`src/dsru_pkg.sv`:
```
// ----------------------------------------------------------------------------
// dsru_pkg
// Shared widths, codes, reset values and types of the sector RLE unpacker.
// ----------------------------------------------------------------------------
package dsru_pkg;

    localparam int SECTOR_BYTES    = 256;
    localparam int MAX_SECTORS_DEF = 21;

    localparam int BYTE_W   = 8;
    localparam int SECT_W   = 5;
    localparam int TRACK_W  = 6;
    localparam int COUNT_W  = 9;
    localparam int ERR_W    = 3;
    localparam int LIMIT_W  = 6;
    localparam int PADDR_W  = 3;
    localparam int PDATA_W  = 32;

    localparam logic [TRACK_W-1:0] TRACK_RESET   = 6'd1;
    localparam logic [SECT_W-1:0]  SECTORS_RESET = 5'd21;

    // register indexes
    localparam logic REG_EXPECTED_TRACK   = 1'b0;
    localparam logic REG_SECTORS_IN_TRACK = 1'b1;

    // error codes
    localparam logic [ERR_W-1:0] ERR_NONE      = 3'd0;
    localparam logic [ERR_W-1:0] ERR_TRACK     = 3'd1;
    localparam logic [ERR_W-1:0] ERR_SECTOR    = 3'd2;
    localparam logic [ERR_W-1:0] ERR_METHOD    = 3'd3;
    localparam logic [ERR_W-1:0] ERR_DUPLICATE = 3'd4;

    // sector methods
    localparam logic [1:0] METH_STORED = 2'd0;
    localparam logic [1:0] METH_FILLED = 2'd1;
    localparam logic [1:0] METH_PACKED = 2'd2;
    localparam logic [1:0] METH_BAD    = 2'd3;

    typedef struct packed {
        logic [TRACK_W-1:0] expected_track;
        logic [SECT_W-1:0]  sectors_in_track;
    } t_cfg;

    typedef struct packed {
        logic [SECT_W-1:0]  sector_index;
        logic [BYTE_W-1:0]  byte_offset;
        logic [BYTE_W-1:0]  fill_value;
        logic [COUNT_W-1:0] repeat_count;
        logic               sector_done;
        logic               track_done;
        logic [ERR_W-1:0]   error_code;
    } t_result;

endpackage

```
`src/dsru_if.sv`:
```
// ----------------------------------------------------------------------------
// dsru_if
// Valid/ready channels: packed stream bytes in, write descriptors out.
// ----------------------------------------------------------------------------
interface dsru_byte_if;
    logic                       valid;
    logic                       ready;
    logic [dsru_pkg::BYTE_W-1:0] stream_byte;

    modport source (output valid, output stream_byte, input ready);
    modport sink   (input valid, input stream_byte, output ready);
endinterface

interface dsru_desc_if;
    logic                         valid;
    logic                         ready;
    logic [dsru_pkg::SECT_W-1:0]  sector_index;
    logic [dsru_pkg::BYTE_W-1:0]  byte_offset;
    logic [dsru_pkg::BYTE_W-1:0]  fill_value;
    logic [dsru_pkg::COUNT_W-1:0] repeat_count;
    logic                         sector_done;
    logic                         track_done;
    logic [dsru_pkg::ERR_W-1:0]   error_code;

    modport source (output valid, output sector_index, output byte_offset,
                    output fill_value, output repeat_count, output sector_done,
                    output track_done, output error_code, input ready);
    modport sink   (input valid, input sector_index, input byte_offset,
                    input fill_value, input repeat_count, input sector_done,
                    input track_done, input error_code, output ready);
endinterface

```
`src/dsru_cfg.sv`:
```
// ----------------------------------------------------------------------------
// dsru_cfg
// APB register file: expected track and sectors per track.
// ----------------------------------------------------------------------------
module dsru_cfg (
    input  logic                          i_clk,
    input  logic                          i_rst_n,
    input  logic                          psel,
    input  logic                          penable,
    input  logic                          pwrite,
    input  logic [dsru_pkg::PADDR_W-1:0]  paddr,
    input  logic [dsru_pkg::PDATA_W-1:0]  pwdata,
    output logic [dsru_pkg::PDATA_W-1:0]  prdata,
    output logic                          pready,
    output dsru_pkg::t_cfg                o_cfg
);
    import dsru_pkg::*;

    logic [TRACK_W-1:0] r_track;
    logic [SECT_W-1:0]  r_sectors;
    logic               wr_en;
    logic               reg_sel;

    assign reg_sel = paddr[2];
    assign wr_en   = psel && penable && pwrite;
    assign pready  = 1'b1;

    always_ff @(posedge i_clk) begin
        if (!i_rst_n) begin
            r_track   <= TRACK_RESET;
            r_sectors <= SECTORS_RESET;
        end else if (wr_en) begin
            case (reg_sel)
                REG_EXPECTED_TRACK:   r_track   <= pwdata[TRACK_W-1:0];
                REG_SECTORS_IN_TRACK: r_sectors <= pwdata[SECT_W-1:0];
                default: ;
            endcase
        end
    end

    always_comb begin
        case (reg_sel)
            REG_EXPECTED_TRACK:   prdata = {{(PDATA_W-TRACK_W){1'b0}}, r_track};
            REG_SECTORS_IN_TRACK: prdata = {{(PDATA_W-SECT_W){1'b0}}, r_sectors};
            default:              prdata = '0;
        endcase
    end

    assign o_cfg.expected_track   = r_track;
    assign o_cfg.sectors_in_track = r_sectors;

endmodule

```
`src/dsru_core.sv`:
```
// ----------------------------------------------------------------------------
// dsru_core
// Per-byte decode of the packed track: header checks, method sequencing,
// run clipping and sector/track completion.
// ----------------------------------------------------------------------------
module dsru_core #(
    parameter int MAX_SECTORS = dsru_pkg::MAX_SECTORS_DEF
) (
    input  logic                        i_clk,
    input  logic                        i_rst_n,
    input  logic                        i_take,
    input  logic [dsru_pkg::BYTE_W-1:0] i_byte,
    input  dsru_pkg::t_cfg              i_cfg,
    output logic                        o_res_valid,
    output dsru_pkg::t_result           o_res
);
    import dsru_pkg::*;

    localparam int IDX_W = (MAX_SECTORS > 1) ? $clog2(MAX_SECTORS) : 1;
    localparam logic [COUNT_W-1:0] FULL = COUNT_W'(SECTOR_BYTES);

    localparam logic [3:0] PH_TRACK  = 4'd0;
    localparam logic [3:0] PH_SECTOR = 4'd1;
    localparam logic [3:0] PH_STORED = 4'd2;
    localparam logic [3:0] PH_FILL   = 4'd3;
    localparam logic [3:0] PH_PLEN   = 4'd4;
    localparam logic [3:0] PH_PESC   = 4'd5;
    localparam logic [3:0] PH_TOKEN  = 4'd6;
    localparam logic [3:0] PH_COUNT  = 4'd7;
    localparam logic [3:0] PH_VALUE  = 4'd8;

    logic [3:0]             r_phase,  n_phase;
    logic [SECT_W-1:0]      r_cur,    n_cur;
    logic [COUNT_W-1:0]     r_wp,     n_wp;
    logic [COUNT_W-1:0]     r_tok,    n_tok;
    logic [BYTE_W-1:0]      r_plen,   n_plen;
    logic [BYTE_W-1:0]      r_esc,    n_esc;
    logic [BYTE_W-1:0]      r_run,    n_run;
    logic [1:0]             r_method, n_method;
    logic [MAX_SECTORS-1:0] r_seen,   n_seen;
    logic [SECT_W-1:0]      r_recv,   n_recv;
    logic [ERR_W-1:0]       r_err,    n_err;

    logic [LIMIT_W-1:0]     limit;
    logic [IDX_W-1:0]       sidx;
    logic [MAX_SECTORS-1:0] seen_bit;
    logic [COUNT_W-1:0]     tok_inc;

    logic                   wr_en;
    logic                   wr_fin;
    logic [BYTE_W-1:0]      wr_val;
    logic [COUNT_W-1:0]     wr_cnt;
    logic [COUNT_W-1:0]     room;
    logic [COUNT_W-1:0]     clip;
    logic [SECT_W-1:0]      recv_inc;

    assign limit = ({1'b0, i_cfg.sectors_in_track} < LIMIT_W'(MAX_SECTORS))
                 ? {1'b0, i_cfg.sectors_in_track} : LIMIT_W'(MAX_SECTORS);
    assign sidx    = i_byte[IDX_W-1:0];
    assign tok_inc = r_tok + COUNT_W'(1);

    always_comb begin
        seen_bit       = '0;
        seen_bit[sidx] = 1'b1;
    end

    always_comb begin
        n_phase     = r_phase;
        n_cur       = r_cur;
        n_wp        = r_wp;
        n_tok       = r_tok;
        n_plen      = r_plen;
        n_esc       = r_esc;
        n_run       = r_run;
        n_method    = r_method;
        n_seen      = r_seen;
        n_recv      = r_recv;
        n_err       = r_err;
        wr_en       = 1'b0;
        wr_fin      = 1'b0;
        wr_val      = '0;
        wr_cnt      = '0;
        room        = '0;
        clip        = '0;
        recv_inc    = '0;
        o_res_valid = 1'b0;
        o_res       = '0;

        if (i_take && r_err == ERR_NONE) begin
            case (r_phase)
                PH_TRACK: begin
                    if (i_byte[TRACK_W-1:0] != i_cfg.expected_track) begin
                        n_err             = ERR_TRACK;
                        n_cur             = '0;
                        o_res_valid       = 1'b1;
                        o_res.error_code  = ERR_TRACK;
                    end else begin
                        n_method = i_byte[7:6];
                        n_phase  = PH_SECTOR;
                    end
                end
                PH_SECTOR: begin
                    if (i_byte >= {2'b00, limit}) begin
                        n_err            = ERR_SECTOR;
                        n_cur            = '0;
                        o_res_valid      = 1'b1;
                        o_res.error_code = ERR_SECTOR;
                    end else if (r_method == METH_BAD) begin
                        n_err            = ERR_METHOD;
                        n_cur            = '0;
                        o_res_valid      = 1'b1;
                        o_res.error_code = ERR_METHOD;
                    end else if (r_seen[sidx]) begin
                        n_err            = ERR_DUPLICATE;
                        n_cur            = '0;
                        o_res_valid      = 1'b1;
                        o_res.error_code = ERR_DUPLICATE;
                    end else begin
                        n_seen = r_seen | seen_bit;
                        n_cur  = i_byte[SECT_W-1:0];
                        n_wp   = '0;
                        n_tok  = '0;
                        case (r_method)
                            METH_STORED: n_phase = PH_STORED;
                            METH_FILLED: n_phase = PH_FILL;
                            default:     n_phase = PH_PLEN;
                        endcase
                    end
                end
                PH_STORED: begin
                    wr_en  = 1'b1;
                    wr_val = i_byte;
                    wr_cnt = COUNT_W'(1);
                    wr_fin = (r_wp + COUNT_W'(1)) >= FULL;
                end
                PH_FILL: begin
                    wr_en  = 1'b1;
                    wr_val = i_byte;
                    wr_cnt = FULL;
                    wr_fin = 1'b1;
                end
                PH_PLEN: begin
                    n_plen  = i_byte;
                    n_phase = PH_PESC;
                end
                PH_PESC: begin
                    n_esc = i_byte;
                    n_tok = '0;
                    if (r_plen == '0) begin
                        wr_en  = 1'b1;
                        wr_fin = 1'b1;
                    end else begin
                        n_phase = PH_TOKEN;
                    end
                end
                PH_TOKEN: begin
                    if (i_byte == r_esc) begin
                        n_tok   = r_tok + COUNT_W'(3);
                        n_phase = PH_COUNT;
                    end else begin
                        n_tok  = tok_inc;
                        wr_en  = 1'b1;
                        wr_val = i_byte;
                        wr_cnt = COUNT_W'(1);
                        wr_fin = tok_inc >= {1'b0, r_plen};
                    end
                end
                PH_COUNT: begin
                    n_run   = i_byte;
                    n_phase = PH_VALUE;
                end
                PH_VALUE: begin
                    wr_en  = 1'b1;
                    wr_val = i_byte;
                    wr_cnt = {1'b0, r_run};
                    wr_fin = r_tok >= {1'b0, r_plen};
                    if (!wr_fin) begin
                        n_phase = PH_TOKEN;
                    end
                end
                default: begin
                    n_phase = PH_TRACK;
                end
            endcase
        end

        if (wr_en) begin
            room     = FULL - r_wp;
            clip     = (wr_cnt > room) ? room : wr_cnt;
            n_wp     = r_wp + clip;
            recv_inc = r_recv + SECT_W'(1);
            if (wr_fin) begin
                n_phase = PH_TRACK;
                n_recv  = recv_inc;
                if ({1'b0, recv_inc} >= limit) begin
                    o_res.track_done = 1'b1;
                    n_recv           = '0;
                    n_seen           = '0;
                end
            end
            if (clip != '0 || wr_fin) begin
                o_res_valid        = 1'b1;
                o_res.sector_index = r_cur;
                o_res.byte_offset  = (clip == '0) ? '0 : r_wp[BYTE_W-1:0];
                o_res.fill_value   = wr_val;
                o_res.repeat_count = clip;
                o_res.sector_done  = wr_fin;
            end
        end
    end

    always_ff @(posedge i_clk) begin
        if (!i_rst_n) begin
            r_phase  <= PH_TRACK;
            r_cur    <= '0;
            r_wp     <= '0;
            r_tok    <= '0;
            r_plen   <= '0;
            r_esc    <= '0;
            r_run    <= '0;
            r_method <= '0;
            r_seen   <= '0;
            r_recv   <= '0;
            r_err    <= ERR_NONE;
        end else begin
            r_phase  <= n_phase;
            r_cur    <= n_cur;
            r_wp     <= n_wp;
            r_tok    <= n_tok;
            r_plen   <= n_plen;
            r_esc    <= n_esc;
            r_run    <= n_run;
            r_method <= n_method;
            r_seen   <= n_seen;
            r_recv   <= n_recv;
            r_err    <= n_err;
        end
    end

    a_err_sticky: assert property (@(posedge i_clk) disable iff (!i_rst_n)
        (r_err != ERR_NONE) |=> (r_err == $past(r_err)))
        else $error("latched error changed");

    a_no_result_after_err: assert property (@(posedge i_clk) disable iff (!i_rst_n)
        (r_err != ERR_NONE) |-> !o_res_valid)
        else $error("result produced while error latched");

    a_wp_bound: assert property (@(posedge i_clk) disable iff (!i_rst_n)
        r_wp <= FULL)
        else $error("write position beyond sector end");

    a_err_result_clean: assert property (@(posedge i_clk) disable iff (!i_rst_n)
        (o_res_valid && o_res.error_code != ERR_NONE) |->
        (o_res.repeat_count == '0 && !o_res.sector_done && !o_res.track_done))
        else $error("error result carries write or completion");

    a_track_implies_sector: assert property (@(posedge i_clk) disable iff (!i_rst_n)
        (o_res_valid && o_res.track_done) |-> o_res.sector_done)
        else $error("track done without sector done");

endmodule

```
`src/disk_sector_rle_unpacker.sv`:
```
// ----------------------------------------------------------------------------
// disk_sector_rle_unpacker
// Unpacks a run-length coded disk track into sector write descriptors.
// ----------------------------------------------------------------------------
// Usage:
//   i_stream carries one byte of the packed track per beat. o_desc carries one
//   write descriptor per beat: repeat_count copies of fill_value into sector
//   sector_index from byte_offset; repeat_count 0 is a status-only beat for
//   sector/track completion or an error. Bytes that produce nothing (headers,
//   lengths, escape tokens) are consumed silently.
//   The APB port holds expected_track at 0x0 and sectors_in_track at 0x4;
//   write them only while the block is idle.
//   Throughput is one byte per cycle while o_desc is not stalled: the
//   whole per-byte decode sits between the input register and the
//   descriptor register.
//   A stalled o_desc holds its beat; the input register then fills and
//   i_stream.ready drops until the descriptor is taken.
//   Synchronous reset returns the decoder to the track-header phase, clears
//   the sector map, counters and any latched error, and restores the
//   registers to track 1 and 21 sectors. After an error every byte is
//   dropped until reset.
// ----------------------------------------------------------------------------
module disk_sector_rle_unpacker #(
    parameter int MAX_SECTORS = dsru_pkg::MAX_SECTORS_DEF
) (
    input  logic                          i_clk,
    input  logic                          i_rst_n,
    dsru_byte_if.sink                     i_stream,
    dsru_desc_if.source                   o_desc,
    input  logic                          psel,
    input  logic                          penable,
    input  logic                          pwrite,
    input  logic [dsru_pkg::PADDR_W-1:0]  paddr,
    input  logic [dsru_pkg::PDATA_W-1:0]  pwdata,
    output logic [dsru_pkg::PDATA_W-1:0]  prdata,
    output logic                          pready
);
    import dsru_pkg::*;

    t_cfg              cfg;
    t_result           res;
    logic              res_valid;
    logic              take;
    logic              out_free;

    logic              r_in_valid;
    logic [BYTE_W-1:0] r_in_byte;
    logic              r_out_valid;
    t_result           r_out;

    dsru_cfg u_cfg (
        .i_clk   (i_clk),
        .i_rst_n (i_rst_n),
        .psel    (psel),
        .penable (penable),
        .pwrite  (pwrite),
        .paddr   (paddr),
        .pwdata  (pwdata),
        .prdata  (prdata),
        .pready  (pready),
        .o_cfg   (cfg)
    );

    dsru_core #(
        .MAX_SECTORS (MAX_SECTORS)
    ) u_core (
        .i_clk       (i_clk),
        .i_rst_n     (i_rst_n),
        .i_take      (take),
        .i_byte      (r_in_byte),
        .i_cfg       (cfg),
        .o_res_valid (res_valid),
        .o_res       (res)
    );

    assign out_free       = !r_out_valid || o_desc.ready;
    assign take           = r_in_valid && out_free;
    assign i_stream.ready = !r_in_valid || take;

    always_ff @(posedge i_clk) begin
        if (!i_rst_n) begin
            r_in_valid <= 1'b0;
        end else if (i_stream.ready) begin
            r_in_valid <= i_stream.valid;
        end
    end

    always_ff @(posedge i_clk) begin
        if (i_stream.ready && i_stream.valid) begin
            r_in_byte <= i_stream.stream_byte;
        end
    end

    always_ff @(posedge i_clk) begin
        if (!i_rst_n) begin
            r_out_valid <= 1'b0;
        end else if (take) begin
            r_out_valid <= res_valid;
        end else if (o_desc.ready) begin
            r_out_valid <= 1'b0;
        end
    end

    always_ff @(posedge i_clk) begin
        if (take && res_valid) begin
            r_out <= res;
        end
    end

    assign o_desc.valid        = r_out_valid;
    assign o_desc.sector_index = r_out.sector_index;
    assign o_desc.byte_offset  = r_out.byte_offset;
    assign o_desc.fill_value   = r_out.fill_value;
    assign o_desc.repeat_count = r_out.repeat_count;
    assign o_desc.sector_done  = r_out.sector_done;
    assign o_desc.track_done   = r_out.track_done;
    assign o_desc.error_code   = r_out.error_code;

    a_take_needs_room: assert property (@(posedge i_clk) disable iff (!i_rst_n)
        take |-> (!r_out_valid || o_desc.ready))
        else $error("decode advanced over an untaken descriptor");

    a_stall_holds: assert property (@(posedge i_clk) disable iff (!i_rst_n)
        (r_out_valid && !o_desc.ready) |=> (r_out_valid && $stable(r_out)))
        else $error("stalled descriptor lost or changed");

    a_full_blocks_input: assert property (@(posedge i_clk) disable iff (!i_rst_n)
        (r_in_valid && r_out_valid && !o_desc.ready) |-> !i_stream.ready)
        else $error("input accepted with both stages full");

endmodule

```
`src/flat_wrapper.sv`:
```
// flat-port wrapper written by rule: the top's interface ports become plain ports
module disk_sector_rle_unpacker_flat import dsru_pkg::*;
#(
    parameter int MAX_SECTORS = dsru_pkg::MAX_SECTORS_DEF
)
  (i_clk, i_rst_n, psel, penable, pwrite, paddr, pwdata, prdata, pready, i_stream_valid, i_stream_stream_byte, i_stream_ready, o_desc_valid, o_desc_sector_index, o_desc_byte_offset, o_desc_fill_value, o_desc_repeat_count, o_desc_sector_done, o_desc_track_done, o_desc_error_code, o_desc_ready);
  dsru_byte_if i_stream_i ();
  dsru_desc_if o_desc_i ();
  input  logic i_clk;
  input  logic i_rst_n;
  input  logic psel;
  input  logic penable;
  input  logic pwrite;
  input  logic [dsru_pkg::PADDR_W-1:0] paddr;
  input  logic [dsru_pkg::PDATA_W-1:0] pwdata;
  output logic [dsru_pkg::PDATA_W-1:0] prdata;
  output logic pready;
  input wire logic [$bits(i_stream_i.valid)-1:0] i_stream_valid;
  input wire logic [$bits(i_stream_i.stream_byte)-1:0] i_stream_stream_byte;
  output wire logic [$bits(i_stream_i.ready)-1:0] i_stream_ready;
  output wire logic [$bits(o_desc_i.valid)-1:0] o_desc_valid;
  output wire logic [$bits(o_desc_i.sector_index)-1:0] o_desc_sector_index;
  output wire logic [$bits(o_desc_i.byte_offset)-1:0] o_desc_byte_offset;
  output wire logic [$bits(o_desc_i.fill_value)-1:0] o_desc_fill_value;
  output wire logic [$bits(o_desc_i.repeat_count)-1:0] o_desc_repeat_count;
  output wire logic [$bits(o_desc_i.sector_done)-1:0] o_desc_sector_done;
  output wire logic [$bits(o_desc_i.track_done)-1:0] o_desc_track_done;
  output wire logic [$bits(o_desc_i.error_code)-1:0] o_desc_error_code;
  input wire logic [$bits(o_desc_i.ready)-1:0] o_desc_ready;
  assign i_stream_i.valid = i_stream_valid;
  assign i_stream_i.stream_byte = i_stream_stream_byte;
  assign i_stream_ready = i_stream_i.ready;
  assign o_desc_valid = o_desc_i.valid;
  assign o_desc_sector_index = o_desc_i.sector_index;
  assign o_desc_byte_offset = o_desc_i.byte_offset;
  assign o_desc_fill_value = o_desc_i.fill_value;
  assign o_desc_repeat_count = o_desc_i.repeat_count;
  assign o_desc_sector_done = o_desc_i.sector_done;
  assign o_desc_track_done = o_desc_i.track_done;
  assign o_desc_error_code = o_desc_i.error_code;
  assign o_desc_i.ready = o_desc_ready;
  disk_sector_rle_unpacker #(.MAX_SECTORS(MAX_SECTORS)) u_core (.i_clk(i_clk), .i_rst_n(i_rst_n), .i_stream(i_stream_i), .o_desc(o_desc_i), .psel(psel), .penable(penable), .pwrite(pwrite), .paddr(paddr), .pwdata(pwdata), .prdata(prdata), .pready(pready));
endmodule
```
`config.mk`:
```
export PLATFORM = sky130hd
export DESIGN_NAME = disk_sector_rle_unpacker_flat
export DESIGN_NICKNAME = d
export VERILOG_FILES = /design/src/dsru_pkg.sv /design/src/dsru_if.sv /design/src/dsru_cfg.sv /design/src/dsru_core.sv /design/src/disk_sector_rle_unpacker.sv /design/src/flat_wrapper.sv
export SDC_FILE = /design/constraint.sdc
export NUM_CORES = 1
export LEC_CHECK = 0
export BUFFER_PORTS_ARGS = -buffer_cell sky130_fd_sc_hd__buf_4
export CAP_MARGIN = 10
export CELL_PAD_IN_SITES_DETAIL_PLACEMENT = 1
export CELL_PAD_IN_SITES_GLOBAL_PLACEMENT = 1
export CORE_MARGIN = 3
export CORE_UTILIZATION = 44
export DETAILED_ROUTE_END_ITERATION = 8
export PLACE_DENSITY = 0.8
export SLEW_MARGIN = 20
export SYNTH_ARGS = -nofsm -noshare
export SYNTH_HDL_FRONTEND = slang
export SYNTH_HIERARCHICAL = 1
export SYNTH_SLANG_ARGS = --single-unit
```
`constraint.sdc`:
```
create_clock -name i_clk -period 6.73 [get_ports i_clk]
set_input_delay 0 -clock i_clk [delete_from_list [all_inputs] [get_ports i_clk]]
set_output_delay 0 -clock i_clk [all_outputs]
set_load 0.01 [all_outputs]
```
# Word-level counts from Yosys, hierarchy flattened

Cells that the tools add are included.

Register bits after elaboration: 138
Bits of input ports: 50
Output and inout port bits: 70
Word-level logic and storage cells: 176

$add $sub $neg: 6
Magnitude comparators: 9
Eq/ne operators: 20
Multiplexer cells: 74
Bitwise logic cells: 5
Reductions and logical operators: 39

Operator list:

| operator              | count |
|---|---|
| $mux W21              | 8 |
| $mux W9               | 9 |
| $pmux W32 S2          | 1 |
| $mux W4               | 10 |
| $pmux W9 S4           | 1 |
| $pmux W4 S8           | 1 |
| $mux W5               | 6 |
| $pmux W9 S3           | 1 |
| $mux W3               | 7 |
| $or A21 B21 Y21       | 1 |
| $mux W1               | 19 |
| $add A9 B1 Y9 const B | 2 |
| $ge A9 B8 Y1          | 2 |
| $pmux W3 S2           | 3 |
| $eq A4 B3 Y1 const B  | 4 |
| $pmux W8 S2           | 1 |
| $ne A2 B2 Y1 const B  | 7 |
| $reduce_and A2 Y1     | 7 |
| $pmux W5 S2           | 1 |
| $reduce_and A5 Y1     | 2 |
| $add A9 B2 Y9 const B | 1 |
| $add A9 B9 Y9         | 1 |
| $ge A9 B9 Y1 const B  | 1 |
| $gt A9 B9 Y1          | 1 |
| other kinds (37)      | 56 |

# Logic depth before layout (Yosys ltp)

Word-level depth: 13
Mapped depth: 25
Mapped depth without buffers: 22

# Modules after synthesis

The synthesis kept the hierarchy.

Modules (own cells, without submodules):

| module                   | instances | cells an instance | area each (sq um) | seq. area each (sq um) |
|---|---|---|---|---|
| dsru_core                | 1         | 767               | 6073.3            | 1641.6 |
| disk_sector_rle_unpacker | 1         | 56                | 1403.8            | 1331.3 |
| dsru_cfg                 | 1         | 84                | 762.0             | 220.2 |

# Least setup slack after synthesis

Ideal clock, no wire load.

Path type: flip-flop to flip-flop
From: register u_core.r_out_valid, in the netlist u_core/o_desc.valid
To: register u_core.r_out (netlist bit u_core/o_desc.byte_offset[0]), enable pin
Library setup time: 427 ps
Arrival time: 4711 ps
Required time: 6303 ps
Path slack: 1592 ps
Stages on the path, launching flop included: 18
Buffers on the path: 2
Period minus slack after synthesis: 5138 ps
Cell sequence: dfxtp_1 nand2b_4 and2_1 or4b_1 clkbuf_1 clkbuf_1 nor2_1 and2_1 ha_1 a21oi_1 nand2_1 a21o_1 o21bai_1 mux2_2 nor3_2 o21ai_0 nand2_1 nor2_1

Cells in the longest elaborated chain, start to end: 12
Elaborated cells between the ends (all ways): 15
Classes of those cells: order compare (1); mux (7); reduce/logical (7)

RTL lines:

| item                    | RTL line                        | RTL |
|---|---|---|
| from (decl)             | disk_sector_rle_unpacker.sv:48  | `logic r_out_valid;` |
| from (signal assigned)  | disk_sector_rle_unpacker.sv:98  | `r_out_valid <= res_valid;` |
| $logic_not A1 Y1 (*)    | disk_sector_rle_unpacker.sv:76  | `assign out_free = !r_out_valid \|\| o_desc.ready;` |
| $logic_or A1 B1 Y1 (*)  | disk_sector_rle_unpacker.sv:76  |  |
| $logic_and A1 B1 Y1 (*) | disk_sector_rle_unpacker.sv:77  | `assign take = r_in_valid && out_free;` |
| via u_core.take         | disk_sector_rle_unpacker.sv:43  | `logic take;` |
| $logic_and A1 B1 Y1 (*) | dsru_core.sv:89                 | `if (i_take && r_err == ERR_NONE) begin` |
| $mux W9                 | dsru_core.sv:89                 |  |
| $gt A9 B9 Y1            | dsru_core.sv:189                | `clip = (wr_cnt > room) ? room : wr_cnt;` |
| $mux W9                 | dsru_core.sv:189                |  |
| $reduce_bool A9 Y1      | dsru_core.sv:201                | `if (clip != '0 \|\| wr_fin) begin` |
| $logic_or A1 B1 Y1      | dsru_core.sv:201                |  |
| $mux W1                 | dsru_core.sv:201                |  |
| $mux W1 (*)             | dsru_core.sv:187                | `if (wr_en) begin` |
| via u_core.res_valid    | disk_sector_rle_unpacker.sv:42  | `logic res_valid;` |
| $logic_and A1 B1 Y1 (*) | disk_sector_rle_unpacker.sv:105 | `if (take && res_valid) begin` |
| to (signal assigned)    | disk_sector_rle_unpacker.sv:106 | `r_out <= res;` |
| to (decl)               | disk_sector_rle_unpacker.sv:49  | `t_result r_out;` |

The timed path passes the listed nets; every way through them passes the cells marked *.
A chain may end at the register's enable or synchronous reset.

# Worst setup path after layout

From: register u_core.r_out_valid, in the netlist u_core/o_desc.valid
To: register u_core.u_core.r_wp[8]

Cells in the longest elaborated chain, start to end: 9
Elaborated cells between the ends (all ways): 16
Classes of those cells: add/sub (1); order compare (1); eq/ne (3); mux (4); reduce/logical (7)

RTL lines:

| item                    | RTL line                       | RTL |
|---|---|---|
| $logic_not A1 Y1 (*)    | disk_sector_rle_unpacker.sv:76 |  |
| $logic_or A1 B1 Y1 (*)  | disk_sector_rle_unpacker.sv:76 |  |
| $logic_and A1 B1 Y1 (*) | disk_sector_rle_unpacker.sv:77 |  |
| via u_core.take         | disk_sector_rle_unpacker.sv:43 |  |
| $logic_and A1 B1 Y1 (*) | dsru_core.sv:89                |  |
| $mux W9                 | dsru_core.sv:89                |  |
| $gt A9 B9 Y1            | dsru_core.sv:189               |  |
| $mux W9                 | dsru_core.sv:189               |  |
| $add A9 B9 Y9           | dsru_core.sv:190               | `n_wp = r_wp + clip;` |
| $mux W9                 | dsru_core.sv:187               |  |
| to (signal assigned)    | dsru_core.sv:228               | `r_wp <= n_wp;` |
| to (decl)               | dsru_core.sv:34                | `logic [COUNT_W-1:0] r_wp, n_wp;` |

Marks and branches as above.

==> out/metrics.yaml <==
status: "complete, no violations"
io_buffers: 64
hpwlAfterDp_um: 15300
die_h_um: 143
synth_cells: 907
grt_pass1_vias: 7307
r2r-end: "u_core/u_core/r_wp[8]"
crit_path_end_kind: "flip-flop"
diodes: 0
ir_worst_vdd_v: 0.000178
cp_slowest_cell: "or4b_1"
clockBufferDepth: 2
antenna_found_initial: 0
synth_seq_cells: 138
final_util: 0.527
clock_sinks: 138
hold_viol_final: 0
ant_nets: 0
r2r_start: "u_core/o_desc.valid"
cellLeakagePower_nw: 3.77
crit_chain: "nand2b_4, and2_1, or4b_1, nor2_1, and2_1, ha_1, nor2b_1, o21bai_1, a31oi_1, o21bai_1, o21ai_0, ha_1, inv_1, fa_1, nor2b_1, o2111ai_1, nand3_1, o41ai_1, nand3_1, a21oi_1, mux2_2"
hp-start: "paddr[2]"
grt_use_total: 0.231
vias: 6903
rsz0062_at_grt: "false"
cts_made_buffers: 17
worst_pin_slew_ps: 932
ctsResizeCount: 0
cp_max_fo: 14
hold_class: "input pin to flip-flop"
slew_violations: 0
slew-limit-headroom: 0.379
hold_end: "u_core/u_cfg/r_track[1]"
drt_wl_total_um: 22700
ys.flop_type: "dfxtp_1"
grt_max_degree: 58
post-cts-setup-buffers: 0
rr_worst_depth: 21
num-nets-final: 1072
crit_path_max_incr_delay_ps: 740
place.gp.congestion: 0.896
die_area_um2: 20400
clock_skew_ps: 10.0
syn-mean-instance-area_um2: 9.08
crit_required_ps: 7040
finalSetupTns_ps: 0
ys_seq_area_frac: 0.388
n_fill_cell: 2066
htreeDepth: 4
drive_above_1_share: 0.145
path_clk_slew_ps: 60
r2r_slack_ps: 1000
synthDistinctLibCells: 83
post-route-period-util: 0.852
cap_violations: 0
floorplan.die.width_um: 143
grt_first_pass_wirelength_um: 37900
syn2layout_area_growth_pct: 16.5
overflow: 0
cts_tree: "yes"
arrival_ps: 6040
synth_area_um2: 8240
core_um2: 18200
synth_enable_flop_cells: 43
routedWlPerCell_um: 18.7
num_rows: 49
min_path_cells: 3
drtPass1Iterations: 4
ys_warn_count: 6
cts_root_buffer: "clkbuf_16"
min_period_ps: 5730
clk_latency_ps: 420
drc: 0
start_util: 0.452
finalSetupViolCount: 0
critPathKind: "flip-flop to flip-flop"
drtIter0Drc: 427
start_kind: "flip-flop"
fmax_mhz: 174
async_flop_share: 0
vias_per_cell: 5.69
powerDensity_nw_per_um2: 203
io_pins: 120
## repair_timing
action                     CTS  global route
hold endpoints to repair    22             0
hold buffers                22             0
setup endpoints to repair    0             0
## stage by stage
stage / worst slack, ps / total power [mW] / std cells / cell area (µm²) / hold slack, ps
final: 997 / 1.95 / 1214 / 9600 / 70.5
after global routing: 490 / 2.02 / 1214 / 9600 / 82.8
after CTS: 1040 / 1.96 / 1213 / 9570 / 38.1
after detailed placement: 1120 / 1.00 / 1159 / 8760 / 180
after global placement: 1310 / 1.00 / 1159 / 8760 / 180
after floorplan: 1590 / 0.972 / 932 / 8330 / 98.9
## cell usage after synthesis, drive strengths merged (4+ instances only)
cell type,number,area share
nor2b,16,0.013
xor2,27,0.029
ha,49,0.074
nor4,14,0.014
mux2,7,0.0096
or2,4,0.0030
a211oi,6,0.0055
a41oi,6,0.0064
clkbuf,30,0.014
nor3b,5,0.0046
nor2,90,0.042
o21ai,26,0.016
xnor2,11,0.012
nand2,92,0.042
and3,7,0.0053
or4,6,0.0059
dfxtp,95,0.23
a21oi,43,0.027
nand3,35,0.021
and2,24,0.018
buf,47,0.039
nand4,5,0.0038
a21o,7,0.0064
o211ai,4,0.0036
mux2i,39,0.047
o21bai,4,0.0036
nand2b,9,0.0077
edfxtp,43,0.16
a22oi,5,0.0046
nor3,31,0.020
inv,22,0.010
nand3b,5,0.0046
o21a,23,0.021
a31oi,11,0.0084
## power by group
part | total (mW) | internal, mW | switching (mW)
logic | 0.122 | 0.0473 | 0.0749
clock network | 0.953 | 0.593 | 0.361
registers | 0.877 | 0.866 | 0.0105
total | 1.95 | 1.51 | 0.446
## layer usage
layer,wire [µm],vias up,GRT usage
li1,-,3323,-
met1,10400,3398,0.296
met5,0,-,0
met2,11200,159,0.400
met4,246,0,0.0675
met3,891,23,0.0409
## sequential cells by signal (all words and copies together), names as in the netlist, 6 cells and up
| name | count |
|---|---|
| u_core/u_cfg/r_track | 6 |
| u_core/u_core/r_esc | 8 |
| u_core/o_desc.repeat_count | 9 |
| u_core/o_desc.byte_offset | 8 |
| u_core/u_core/r_run | 8 |
| u_core/u_core/r_plen | 8 |
| u_core/u_core/r_wp | 9 |
| u_core/u_core/r_tok | 9 |
| u_core/u_core/r_seen | 21 |
| u_core/r_in_byte | 8 |
| u_core/o_desc.fill_value | 8 |
## how the worst max path moves through the flow
stage	startpoint	to	slack [ps]	cells after the start
after floorplan	u_core/o_desc.valid	u_core/o_desc.byte_offset[0]	1590	17
after global placement	u_core/o_desc.valid	u_core/u_core/r_wp[8]	1310	20
after detailed placement	u_core/o_desc.valid	u_core/u_core/r_wp[8]	1120	21
after CTS	u_core/o_desc.valid	u_core/u_core/r_wp[8]	1040	21
after global routing	u_core/o_desc.valid	u_core/u_core/r_wp[8]	490	21
final	u_core/o_desc.valid	u_core/u_core/r_wp[8]	1000	21
## area by class of cell
class,instances,area (µm²),share of cell area
Multi-Input combinational cell,695,4640,0.483
Inverter,22,82.6,0.00860
Clock buffer,21,450,0.0469
Sequential cell,138,3190,0.333
Timing Repair Buffer,98,803,0.0837
Tap cell,229,287,0.0299
Clock inverter,11,145,0.0151
## placed cells by master, fill, tap and decap left out, types with 27 or more instances in the layout
cell type,count
dfxtp_1,95
xor2_1,27
mux2i_1,39
a21oi_1,42
nor2_1,87
ha_1,49
nand2_1,92
nand3_1,35
nor3_1,29
buf_4,75
conb_1,27
edfxtp_1,43
## kinds of logic (layout without fill, tap and decap cells)
logic type,Yosys count,count (layout),synth area share
and+or+nand+nor,361,361,0.225
AOI/OAI and AO/OA,170,170,0.143
DFF,138,138,0.388
buffers and inverters,99,152,0.0627
adders and majority gates,51,51,0.0781
muxes,48,48,0.0624
xor gates and xnor gates,38,38,0.0404
other,2,27,0.000912
## critical path, delay by kind of cell (launching register included)
kind / cells / cell delay, ps
AOI/OAI and AO/OA: 7 / 1950
adders and majority gates: 3 / 730
muxes: 1 / 360
buffers and inverters: 1 / 70
and+or+nand+nor: 9 / 2140
DFF: 1 / 350
No activity file was read; power rests on OpenSTA's default activity.
